$ cat src/rtl/msf_pkg.sv
// msf_pkg: shared types, constants and codes for the maximal zero-set filter
// used by msf_ctrl, msf_datapath and maximal_zero_set_filter; no dependencies

package msf_pkg;

   // default capacities, handed to the top level parameters
   localparam int MAX_SURFACES_DEF = 64;
   localparam int MAX_TETS_DEF     = 16;

   // coordinate types per tetrahedron, one flag each for quad and octagon
   localparam int COORD_TYPES = 3;
   localparam int SUPPORT_W   = 2 * COORD_TYPES;
   localparam int INDEX_W     = 6;
   localparam int LOAD_CNT_W  = 7;
   localparam logic [LOAD_CNT_W-1:0] LOAD_LIMIT = 7'd64;
   localparam logic [LOAD_CNT_W-1:0] LOAD_MAX   = 7'd127;

   // support masks: quad flags only, or quad and octagon flags
   localparam logic [SUPPORT_W-1:0] MASK_QUAD = 6'h07;
   localparam logic [SUPPORT_W-1:0] MASK_ALL  = 6'h3F;

   // configuration port
   localparam int CSR_INDEX_W = 2;
   localparam int CSR_DATA_W  = 5;
   localparam int TET_COUNT_W = 5;
   localparam logic [CSR_INDEX_W-1:0] CSR_ALMOST_NORMAL = 2'd0;
   localparam logic [CSR_INDEX_W-1:0] CSR_TET_COUNT     = 2'd1;
   localparam logic [TET_COUNT_W-1:0] TET_COUNT_RESET   = 5'd1;

   // input beat: one tetrahedron record
   typedef struct packed {
      logic [COORD_TYPES-1:0] quad_nonzero;
      logic [COORD_TYPES-1:0] oct_nonzero;
      logic                   vertex_link;
      logic                   final_surface;
   } req_type;

   // output beat: one kept surface
   typedef struct packed {
      logic [INDEX_W-1:0] surface_index;
      logic               none_kept;
      logic               overflow;
      logic               last_result;
   } rsp_type;

   // controller states
   typedef enum logic [3:0] {
      ST_LOAD,
      ST_I_CHECK,
      ST_I_WAIT,
      ST_J_CHECK,
      ST_J_WAIT,
      ST_T_READ,
      ST_T_CMP,
      ST_EMIT,
      ST_FINISH
   } state_type;

   // controller to datapath
   typedef struct packed {
      logic load;
      logic i_next;
      logic i_read;
      logic i_latch;
      logic j_next;
      logic j_read;
      logic j_latch;
      logic t_read;
      logic t_step;
      logic kill_i;
      logic emit;
      logic finish;
   } cmd_type;

   // datapath to controller
   typedef struct packed {
      logic final_beat;
      logic i_done;
      logic i_live;
      logic j_done;
      logic j_skip;
      logic t_done;
      logic strict;
      logic contained;
      logic out_free;
   } status_type;

endpackage

$ cat src/rtl/msf_ctrl.sv
// msf_ctrl: sequencer for loading and the pairwise containment pass
// depends on msf_pkg (state, command and status types)

module msf_ctrl (
   input  logic                 clock,
   input  logic                 reset,
   input  logic                 req_valid,
   output logic                 req_ready,
   input  msf_pkg::status_type  status,
   output msf_pkg::cmd_type     cmd
);

   msf_pkg::state_type state_ff, state_in;

   // state register
   always_ff @(posedge clock) begin
      if (reset) begin
         state_ff <= msf_pkg::ST_LOAD;
      end else begin
         state_ff <= state_in;
      end
   end

   // next state
   always_comb begin
      state_in = state_ff;
      case (state_ff)
         msf_pkg::ST_LOAD: begin
            if (req_valid && status.final_beat) state_in = msf_pkg::ST_I_CHECK;
         end
         msf_pkg::ST_I_CHECK: begin
            if (status.i_done) state_in = msf_pkg::ST_FINISH;
            else if (status.i_live) state_in = msf_pkg::ST_I_WAIT;
         end
         msf_pkg::ST_I_WAIT: begin
            state_in = msf_pkg::ST_J_CHECK;
         end
         msf_pkg::ST_J_CHECK: begin
            if (status.j_done) state_in = msf_pkg::ST_EMIT;
            else if (!status.j_skip) state_in = msf_pkg::ST_J_WAIT;
         end
         msf_pkg::ST_J_WAIT: begin
            state_in = msf_pkg::ST_T_READ;
         end
         msf_pkg::ST_T_READ: begin
            if (status.t_done) state_in = msf_pkg::ST_I_CHECK;
            else state_in = msf_pkg::ST_T_CMP;
         end
         msf_pkg::ST_T_CMP: begin
            if (status.contained) state_in = msf_pkg::ST_T_READ;
            else state_in = msf_pkg::ST_J_CHECK;
         end
         msf_pkg::ST_EMIT: begin
            if (status.out_free) state_in = msf_pkg::ST_I_CHECK;
         end
         msf_pkg::ST_FINISH: begin
            if (status.out_free) state_in = msf_pkg::ST_LOAD;
         end
         default: begin
            state_in = msf_pkg::ST_LOAD;
         end
      endcase
   end

   // command outputs
   always_comb begin
      req_ready = 1'b0;
      cmd       = '0;
      case (state_ff)
         msf_pkg::ST_LOAD: begin
            req_ready = 1'b1;
            cmd.load  = req_valid;
         end
         msf_pkg::ST_I_CHECK: begin
            if (!status.i_done) begin
               cmd.i_next = !status.i_live;
               cmd.i_read = status.i_live;
            end
         end
         msf_pkg::ST_I_WAIT: begin
            cmd.i_latch = 1'b1;
         end
         msf_pkg::ST_J_CHECK: begin
            if (!status.j_done) begin
               cmd.j_next = status.j_skip;
               cmd.j_read = !status.j_skip;
            end
         end
         msf_pkg::ST_J_WAIT: begin
            cmd.j_latch = 1'b1;
         end
         msf_pkg::ST_T_READ: begin
            if (status.t_done) begin
               // contained over all tetrahedra: strict kills, equal just moves on
               cmd.kill_i = status.strict;
               cmd.i_next = 1'b1;
            end else begin
               cmd.t_read = 1'b1;
            end
         end
         msf_pkg::ST_T_CMP: begin
            cmd.t_step = status.contained;
            cmd.j_next = !status.contained;
         end
         msf_pkg::ST_EMIT: begin
            cmd.emit   = status.out_free;
            cmd.i_next = status.out_free;
         end
         msf_pkg::ST_FINISH: begin
            cmd.finish = status.out_free;
         end
         default: begin
            cmd = '0;
         end
      endcase
   end

endmodule

$ cat config.mk
export PLATFORM = sky130hd
export DESIGN_NAME = msf_ctrl
export DESIGN_NICKNAME = d
export VERILOG_FILES = /design/src/rtl/msf_pkg.sv /design/src/rtl/msf_ctrl.sv
export SDC_FILE = /design/constraint.sdc
export NUM_CORES = 1
export LEC_CHECK = 0
export BUFFER_PORTS_ARGS = -buffer_cell sky130_fd_sc_hd__clkbuf_2
export CAP_MARGIN = 10
export CORE_MARGIN = 2
export CORE_UTILIZATION = 30
export DETAILED_ROUTE_END_ITERATION = 6
export PLACE_DENSITY = 0.66
export SYNTH_ARGS = -nofsm -noshare
export SYNTH_HDL_FRONTEND = slang
export SYNTH_SLANG_ARGS = --single-unit
$ cat constraint.sdc
create_clock -name clock -period 1.8 [get_ports clock]
set_input_delay 0.27 -clock clock [delete_from_list [all_inputs] [get_ports clock]]
set_output_delay 0.27 -clock clock [all_outputs]
set_load 0.005 [all_outputs]
======== Yosys cells after proc, flatten, opt, wreduce, memory -nomap -nowiden ========
Index checks and enable logic that the tools add are counted.
storage, ports and cells
  register bits after elaboration ......... 4
  input port bits ......................... 12
  word-level logic and storage cells ...... 48
cells by class
  eq/ne operators ......................... 13
  mux-type cells .......................... 28
  reduce and logical (&&, ||, !) cells .... 6
operator list
  kind                count
  $pmux 4 s9          1
  $mux 4              7
  $eq 4x3->1 const B  4
  $mux 1              14
  $eq 4x2->1 const B  2
  $mux 3              2
  $ne 2x2->1 const B  3
  $ne 3x3->1 const B  2
  $reduce_and 5->1    1
  $eq 4x1->1 const B  1
  $eq 4x4->1 const B  1
  $logic_not 4->1     1
  $mux 2              2
  $logic_not 1->1     3
  $pmux 1 s3          1
  $pmux 1 s2          1
  $logic_and 1x1->1   1

======== Logic depth before layout (Yosys ltp) ========
Gate-level depths: netlist (run 1).
  depth after elaboration ................. 3
  gate-level depth with buffers ........... 5

======== Worst setup path after synthesis (run 1) ========
No wires, ideal clock.
  kind .................................... reg-to-output
  start point ............................. reg state_ff[3]
  end point ............................... out cmd[7] in the netlist's numbering
  arrival time ............................ 1.254 ns
  slack ................................... 0.276 ns
  cell stages (with the launch flop) ...... 5
  path buffers ............................ 1
  cells stage by stage .................... dfxtp_1 > buf_6 > or2_4 > or4_4 > o21ai_0
RTL lines
  what                    RTL line        text
  start, declared         msf_ctrl.sv:13  msf_pkg::state_type state_ff, state_in;
  start signal, assigned  msf_ctrl.sv:18  state_ff <= msf_pkg::ST_LOAD;
  start signal, assigned  msf_ctrl.sv:20  state_ff <= state_in;
  end, declared           msf_ctrl.sv:10  output msf_pkg::cmd_type cmd

==> impl_summary.log, run 1 <==
INFO  metric post_synth_inst_count = 67
INFO  metric grt_start_max_net_pins = 15
INFO  metric ant_nets = 0
INFO  metric drv.max_cap_violation_count = 0
INFO  metric drive_gt1_share = 45.2%
INFO  metric antennaDiodeCount = 0
INFO  metric syn_nets = 79
INFO  metric grt_antenna_before_repair = 0
INFO  metric cts_buffers = 3
INFO  metric floorplan.initialDensity = 32.1%
INFO  metric clock_tree.htree_level_count = 1
INFO  metric syn_avg_cell_area = 7.23 um2
INFO  metric floorplan.die_area = 1950 um2
INFO  metric synth-edff-count = 0
INFO  metric cts_sinks = 4
INFO  metric avgViaCountPerCell = 5.32
INFO  metric sequential_cell_area_in_the_final_layout = 80.1 um2
INFO  metric cts-root-to-sink-buffers = 2
INFO  metric power.ir.vdd_worst = 0.286 mV
INFO  metric number_of_hold_violations_in_the_final_report = 0
INFO  metric initialDrtViolationCount = 20
INFO  metric number_of_flip_flops_in_the_largest_register = 4
INFO  metric crit_path_max_fanout = 4
INFO  metric first_global_vias = 526
INFO  metric most-common-layout-cells = 24 x sky130_fd_sc_hd__clkbuf_2, 8 x sky130_fd_sc_hd__nand2_1
INFO  metric number_of_unique_standard_cell_types_used_by_synthesis = 34
INFO  metric cp_data_required_time = 1.53 ns
INFO  metric registers.top_by_ff_count = state_ff
INFO  metric syn_area = 484 um2
INFO  metric route.final.wire_length = 1160 um
INFO  metric critical-path-top-delay-family = simple AND/OR/NAND/NOR gates
INFO  metric actual_transition_at_the_worst_max_transition_pin = 0.287 ns
INFO  metric cp_cell_sequence = or2_4 > or4_4 > o21ai_2 > clkbuf_2
INFO  metric groute.usage.overall = 14.1%
INFO  metric final_common_cell = sky130_fd_sc_hd__clkbuf_2
INFO  metric critical_path.max_stage_delay = 0.52 ns
INFO  metric die_width = 44.2 um
INFO  metric clk_pin_slew = 0.03 ns
INFO  metric grt_pass1_wl = 2080 um
INFO  metric critPathSlowestCell = sky130_fd_sc_hd__or4_4
INFO  metric area_of_the_core_region = 1510 um2
INFO  metric synth_sequential_area_ratio = 16.5%
INFO  metric max_clock_freq = 567 MHz
INFO  metric critical_path.startpoint_type = register
INFO  metric static-leakage-power = 0.320 nW
INFO  metric biggestRegsByFlops = state_ff (4)
INFO  metric synth.ff_latch_count = 4
INFO  metric timing.final.max_slew_violations = 0
INFO  metric drc_errors = 0
INFO  metric worst_skew_pair.late_latency = 0.24 ns
INFO  metric hp-class = input port to register
INFO  metric final_core_util = 43.9%
INFO  metric detailed_place_hpwl = 930 um
INFO  metric port_buffers = 24
INFO  metric setup_viol = 0
INFO  metric detailedRoute.firstPassIterationCount = 4
INFO  metric power.density = 779 nW/um2
INFO  metric top_level_ports = 25
INFO  metric period_minus_slack = 1.76 ns
INFO  metric multi_input_gate_area = 382 um2
INFO  metric path_class = register to primary output
INFO  metric wire_per_inst = 10.6 um
INFO  metric hold_ws = 0.306 ns
INFO  metric final_min_period_over_clock_period = 98.1%
INFO  metric cp-end-kind = primary output
INFO  metric clock_tree.root_cell = sky130_fd_sc_hd__clkbuf_4
INFO  metric fillerInstances = 158
INFO  metric place.gp.congestion = 0.793
INFO  metric fin_worst_skew = 0.00673 ns
INFO  metric outcome = complete, no violations
INFO  metric area_growth = 36.7%
INFO  metric synth_flop_type = sky130_fd_sc_hd__dfxtp_1
INFO  metric fp.dieH = 44.2 um
INFO  metric route.vias.total = 580
INFO  metric share_of_flip_flops_with_an_asynchronous_set_or_reset = 0%
INFO  metric cts.hold.buffers_added = 0
INFO  metric tritoncts = yes
INFO  metric relSlewSlack = 80.7%
INFO  metric worst_path_buf_inv = 1
INFO  metric grt.overflow.total = 0
INFO  metric core.rowCount = 14
INFO  metric yosys_warnings = 0
INFO  metric final_net_count = 107
INFO  metric grt_setup_unrepaired = true
INFO  metric worstPathArrival = 1.49 ns
[cells in the mapped netlist, types with 2 or more instances]
library cell / instances / share of area (%)
sky130_fd_sc_hd__nor4b_1: 2 / 3.6
sky130_fd_sc_hd__inv_1: 2 / 1.6
sky130_fd_sc_hd__nand2_1: 8 / 6.2
sky130_fd_sc_hd__buf_2: 2 / 2.1
sky130_fd_sc_hd__o21ai_0: 5 / 5.2
sky130_fd_sc_hd__mux2i_1: 2 / 4.1
sky130_fd_sc_hd__nor3_1: 4 / 4.1
sky130_fd_sc_hd__nand2b_1: 4 / 5.2
sky130_fd_sc_hd__nor2_1: 2 / 1.6
sky130_fd_sc_hd__nand3_1: 2 / 2.1
sky130_fd_sc_hd__dfxtp_1: 4 / 17
sky130_fd_sc_hd__nor4_1: 3 / 3.9
sky130_fd_sc_hd__and2_1: 3 / 3.9
sky130_fd_sc_hd__buf_6: 2 / 4.7
sky130_fd_sc_hd__nor2b_1: 3 / 3.9
[kinds of logic (layout without fill, tap and decap cells)]
logic type,count (synthesis),count (layout),synth area share (%)
multiplexers,2,2,4.13
AO/OA/AOI/OAI,14,14,19.6
AND/OR/NAND/NOR,40,40,50.4
flip-flops,4,4,16.5
buffers and inverters,7,33,9.30
[worst reg2reg max path, delay by kind of cell (launching register included)]
kind	cells	cell delay, ns
and+or+nand+nor	3	0.88
DFF	1	0.30
muxes	1	0.18
[repair_timing]
item                       in CTS  in global routing
buffers inserted                0                  0
setup endpoints to repair       0                  5
resized for setup               0                  5
[routing by layer]
metal  routed length [um]  global-route usage [%]
met1                  526                    16.7
met3                   84                    2.45
met4                   14                    7.88
met2                  533                    23.8
met5                    0                       0
[layout make-up]
| cell class | count | share of cell area, % |
|---|---|---|
| flip-flops and latches | 4 | 12.1 |
| repair buffers | 28 | 22.7 |
| multi-input cells | 56 | 57.7 |
| clock buffers | 3 | 3.40 |
| well taps | 16 | 3.02 |
| inverters | 2 | 1.13 |
[metrics by stage]
step | cells | setup WS [ns] | TNS [ns] | power, mW | area, um2
after floorplan | 67 | 0.276 | 0 | 0.320 | 484
after global placement | 106 | 0.263 | 0 | 0.385 | 617
after detailed placement | 106 | 0.259 | 0 | 0.388 | 617
after CTS | 109 | 0.00627 | 0 | 0.503 | 639
after global routing | 109 | -0.0283 | -0.0283 | 0.560 | 662
final | 109 | 0.0350 | 0 | 0.516 | 662
[path summary, 6_finish.rpt]
check	start	endpoint	slack [ns]	cells past startpoint
min reg2reg	state_ff[2]	state_ff[3]	0.64	2
min	reset	state_ff[3]	0.31	2
max reg2reg	state_ff[3]	state_ff[0]	0.38	4
max	state_ff[3]	cmd[7]	0.04	4
[where the power goes]
group          switching (mW)  total (mW)  internal (mW)  leakage, nW
Sequential             0.0201       0.126          0.106       0.0326
Clock                  0.0393       0.114         0.0747       0.0138
Combinational           0.138       0.276          0.138        0.273
Total                   0.197       0.516          0.319        0.320
Power figures use the tool's default switching activity.
==> run 2: changes to the inputs <==
ABC_AREA = 1   (was default)
CORE_MARGIN = 10   (was 2)
==> run 2 against run 1 <==
  * Sequential power increased by 8%
  * Count of clock-buffer cells in the layout stayed put
  * Die area rose by 82%
  * Clock power fell by 7%
  * Hold slack got worse by 0.035 ns
  * Non-clock buffer count is 4 lower
  * Worst setup slack better by 0.20 ns
  * Via count grew 3.8%
  * Core utilization shrank 1.3 points
  * Cell count rose by 20%
  * Critical endpoint is now cmd[6]
==> impl_summary.log, run 2 <==
INFO  metric syn_area = 472 um2 (was 484 um2)
INFO  metric syn_avg_cell_area = 5.36 um2 (was 7.23 um2)
INFO  metric cts-root-to-sink-buffers = 2 (unchanged)
INFO  metric detailed_place_hpwl = 1230 um (was 930 um)
INFO  metric yosys-top-cells-area = sky130_fd_sc_hd__dfxtp_1 17%, sky130_fd_sc_hd__nand2_1 17%, sky130_fd_sc_hd__nor2_1 11% (was sky130_fd_sc_hd__dfxtp_1 17%, sky130_fd_sc_hd__nand2_1 6.2%, sky130_fd_sc_hd__nand2b_1 5.2%)
INFO  metric power.density = 840 nW/um2 (was 779 nW/um2)
INFO  metric post_cts_resized = 0 (unchanged)
INFO  metric fin_setup_tns = 0 ns (unchanged)
INFO  metric final_common_cell = sky130_fd_sc_hd__clkbuf_2 (unchanged)
INFO  metric grt_setup_unrepaired = false (was true)
INFO  metric tritoncts = yes (unchanged)
INFO  metric clock_tree.root_cell = sky130_fd_sc_hd__clkbuf_4 (unchanged)
INFO  metric yosysTopAreaCellShare = 17.0% (was 16.5%)
INFO  metric antennaDiodeCount = 0 (unchanged)
INFO  metric clock_tree.htree_level_count = 1 (unchanged)
INFO  metric drv.max_cap_violation_count = 0 (unchanged)
INFO  metric yosys.cell_count.top_type = sky130_fd_sc_hd__nand2_1 (unchanged)
INFO  metric top_level_ports = 25 (unchanged)
INFO  metric power.ir.vdd_worst = 0.589 mV (was 0.286 mV)
INFO  metric post_synth_inst_count = 88 (was 67)
INFO  metric grt_start_max_net_pins = 10 (was 15)
INFO  metric cts_buffers = 3 (unchanged)
INFO  metric layout.cell_area.non_filler = 634 um2 (was 662 um2)
INFO  metric worst_skew_pair.late_latency = 0.23 ns (was 0.24 ns)
INFO  metric path_class = register to primary output (unchanged)
INFO  metric drive_gt1_share = 37.4% (was 45.2%)
INFO  metric grt_antenna_before_repair = 0 (unchanged)
INFO  metric fin_worst_skew = 0.00209 ns (was 0.00673 ns)
INFO  metric cp_data_required_time = 1.53 ns (about the same)
INFO  metric route.vias.total = 602 (was 580)
INFO  metric drc_errors = 0 (unchanged)
INFO  metric relSlewSlack = 81.9% (was 80.7%)
INFO  metric post-cts-setup-buffers = 0 (unchanged)
INFO  metric cts.hold.buffers_added = 0 (unchanged)
INFO  metric floorplan.initialDensity = 31.7% (was 32.1%)
INFO  metric final_min_period_over_clock_period = 86.9% (was 98.1%)
INFO  metric cp-end-kind = primary output (unchanged)
INFO  metric synth_flop_type = sky130_fd_sc_hd__dfxtp_1 (unchanged)
INFO  metric final_net_count = 129 (was 107)
INFO  metric setup_viol = 0 (unchanged)
INFO  metric ant_nets = 0 (unchanged)
INFO  metric area_growth = 34.5% (was 36.7%)
INFO  metric crit_path_max_fanout = 5 (was 4)
INFO  metric syn_nets = 100 (was 79)
INFO  metric cts_sinks = 4 (unchanged)
INFO  metric share_of_flip_flops_with_an_asynchronous_set_or_reset = 0% (unchanged)
INFO  metric grt.overflow.total = 0 (unchanged)
INFO  metric clk_pin_slew = 0.04 ns (was 0.03 ns)
INFO  metric number_of_unique_standard_cell_types_used_by_synthesis = 18 (was 34)
INFO  metric biggestRegsByFlops = state_ff (4) (unchanged)
INFO  metric post-place-cells = 128 (was 106)
INFO  metric critical_path.startpoint_type = register (unchanged)
INFO  metric number_of_flip_flops_in_the_largest_register = 4 (unchanged)
INFO  metric synth-edff-count = 0 (unchanged)
INFO  metric most-common-layout-cells = 24 x sky130_fd_sc_hd__clkbuf_2, 21 x sky130_fd_sc_hd__nand2_1, 14 x sky130_fd_sc_hd__nor2_1 (was 24 x sky130_fd_sc_hd__clkbuf_2, 8 x sky130_fd_sc_hd__nand2_1)
INFO  metric netlist.top_cell.by_area = sky130_fd_sc_hd__dfxtp_1 (unchanged)
INFO  metric port_buffers = 24 (unchanged)
INFO  metric worstPathArrival = 1.29 ns (was 1.49 ns)
INFO  metric synth_sequential_area_ratio = 17.0% (was 16.5%)
INFO  metric core.rowCount = 14 (unchanged)
INFO  metric period_minus_slack = 1.56 ns (was 1.76 ns)
INFO  metric synth.ff_latch_count = 4 (unchanged)
INFO  metric outcome = complete, no violations (unchanged)
INFO  metric grt_pass1_wl = 2210 um (was 2080 um)
INFO  metric timing.final.max_slew_violations = 0 (unchanged)
INFO  metric groute.usage.overall = 7.62% (was 14.1%)
INFO  metric static-leakage-power = 0.392 nW (was 0.320 nW)
INFO  metric max_clock_freq = 639 MHz (was 567 MHz)
INFO  metric place.gp.congestion = 0.826 (was 0.793)
INFO  metric initialDrtViolationCount = 6 (was 20)
INFO  metric die_width = 59.7 um (was 44.2 um)
INFO  metric area_of_the_core_region = 1490 um2 (was 1510 um2)
INFO  metric placed_area = 612 um2 (was 617 um2)
INFO  metric fp.dieH = 59.7 um (was 44.2 um)
INFO  metric first_global_vias = 565 (was 526)
INFO  metric hp-class = input port to register (unchanged)
INFO  metric avgViaCountPerCell = 4.60 (was 5.32)
INFO  metric wire_per_inst = 10.5 um (was 10.6 um)
INFO  metric actual_transition_at_the_worst_max_transition_pin = 0.270 ns (was 0.287 ns)
INFO  metric ys_top_cells_by_count = 21 x sky130_fd_sc_hd__nand2_1, 14 x sky130_fd_sc_hd__nor2_1, 12 x sky130_fd_sc_hd__inv_1, 9 x sky130_fd_sc_hd__nand3_1, 5 x sky130_fd_sc_hd__a21oi_1 (was 8 x sky130_fd_sc_hd__nand2_1, 5 x sky130_fd_sc_hd__o21ai_0, 4 x sky130_fd_sc_hd__dfxtp_1, 4 x sky130_fd_sc_hd__nand2b_1, 4 x sky130_fd_sc_hd__nor3_1)
INFO  metric detailedRoute.firstPassIterationCount = 4 (unchanged)
INFO  metric registers.top_by_ff_count = state_ff (unchanged)
INFO  metric route.final.wire_length = 1370 um (was 1160 um)
INFO  metric instances_no_fill = 131 (was 109)
INFO  metric floorplan.die_area = 3560 um2 (was 1950 um2)
INFO  metric yosys_warnings = 0 (unchanged)
INFO  metric power = 0.533 mW (was 0.516 mW)
INFO  metric number_of_hold_violations_in_the_final_report = 0 (unchanged)
[run 2: kinds of logic after synthesis]
kind of cell           after synthesis  synth area share, %
buffers and inverters               18                 14.6
AO/OA/AOI/OAI                        8                 9.55
AND/OR/NAND/NOR                     58                 58.9
flip-flops                           4                 17.0
[run 2: per-layer routing]
layer,track usage [%],vias to the layer above,routed length (um)
met2,14.1,12,686
met3,2.97,0,92
met5,0,-,0
met1,7.66,263,592
met4,1.92,0,0
li1,-,327,-
[run 2: area by class of cell]
cell class	count	area [um2]
fillers	166	855
multi-input cells	66	323
repair buffers	24	120
flip-flops and latches	4	80.1
inverters	18	68.8
clock buffers	3	22.5
well taps	16	20.0
[run 2: worst paths after layout]
| kind | startpoint | to | slack, ns | depth (start not counted) |
|---|---|---|---|---|
| setup / recovery | state_ff[1] | cmd[6] | 0.24 | 5 |
| hold / removal | reset | state_ff[0] | 0.27 | 2 |
| setup reg to reg | state_ff[0] | state_ff[1] | 0.59 | 8 |
| hold reg to reg | state_ff[3] | state_ff[3] | 0.56 | 2 |
[run 2: worst max-delay path, stage by stage, from the launching register on]
cell and delay [ns]:
sky130_fd_sc_hd__dfxtp_1 0.44, sky130_fd_sc_hd__nand2_2 0.10, sky130_fd_sc_hd__nor3_1 0.23, sky130_fd_sc_hd__nand2_1 0.09, sky130_fd_sc_hd__nor2_1 0.09, sky130_fd_sc_hd__clkbuf_2 0.12
[run 2: report_power, final]
| part | switching, mW | internal [mW] | total, mW |
|---|---|---|---|
| clock network | 0.0318 | 0.0742 | 0.106 |
| logic | 0.174 | 0.116 | 0.290 |
| registers | 0.0301 | 0.106 | 0.136 |
[run 2: per-stage QoR]
step	worst slack, ns	hold WS, ns	util [%]
after floorplan	0.652	0.339	-
after global placement	0.508	0.491	41.1
after detailed placement	0.464	0.498	41.1
after CTS	0.216	0.255	42.6
after global routing	0.103	0.273	42.6
final	0.236	0.270	42.6
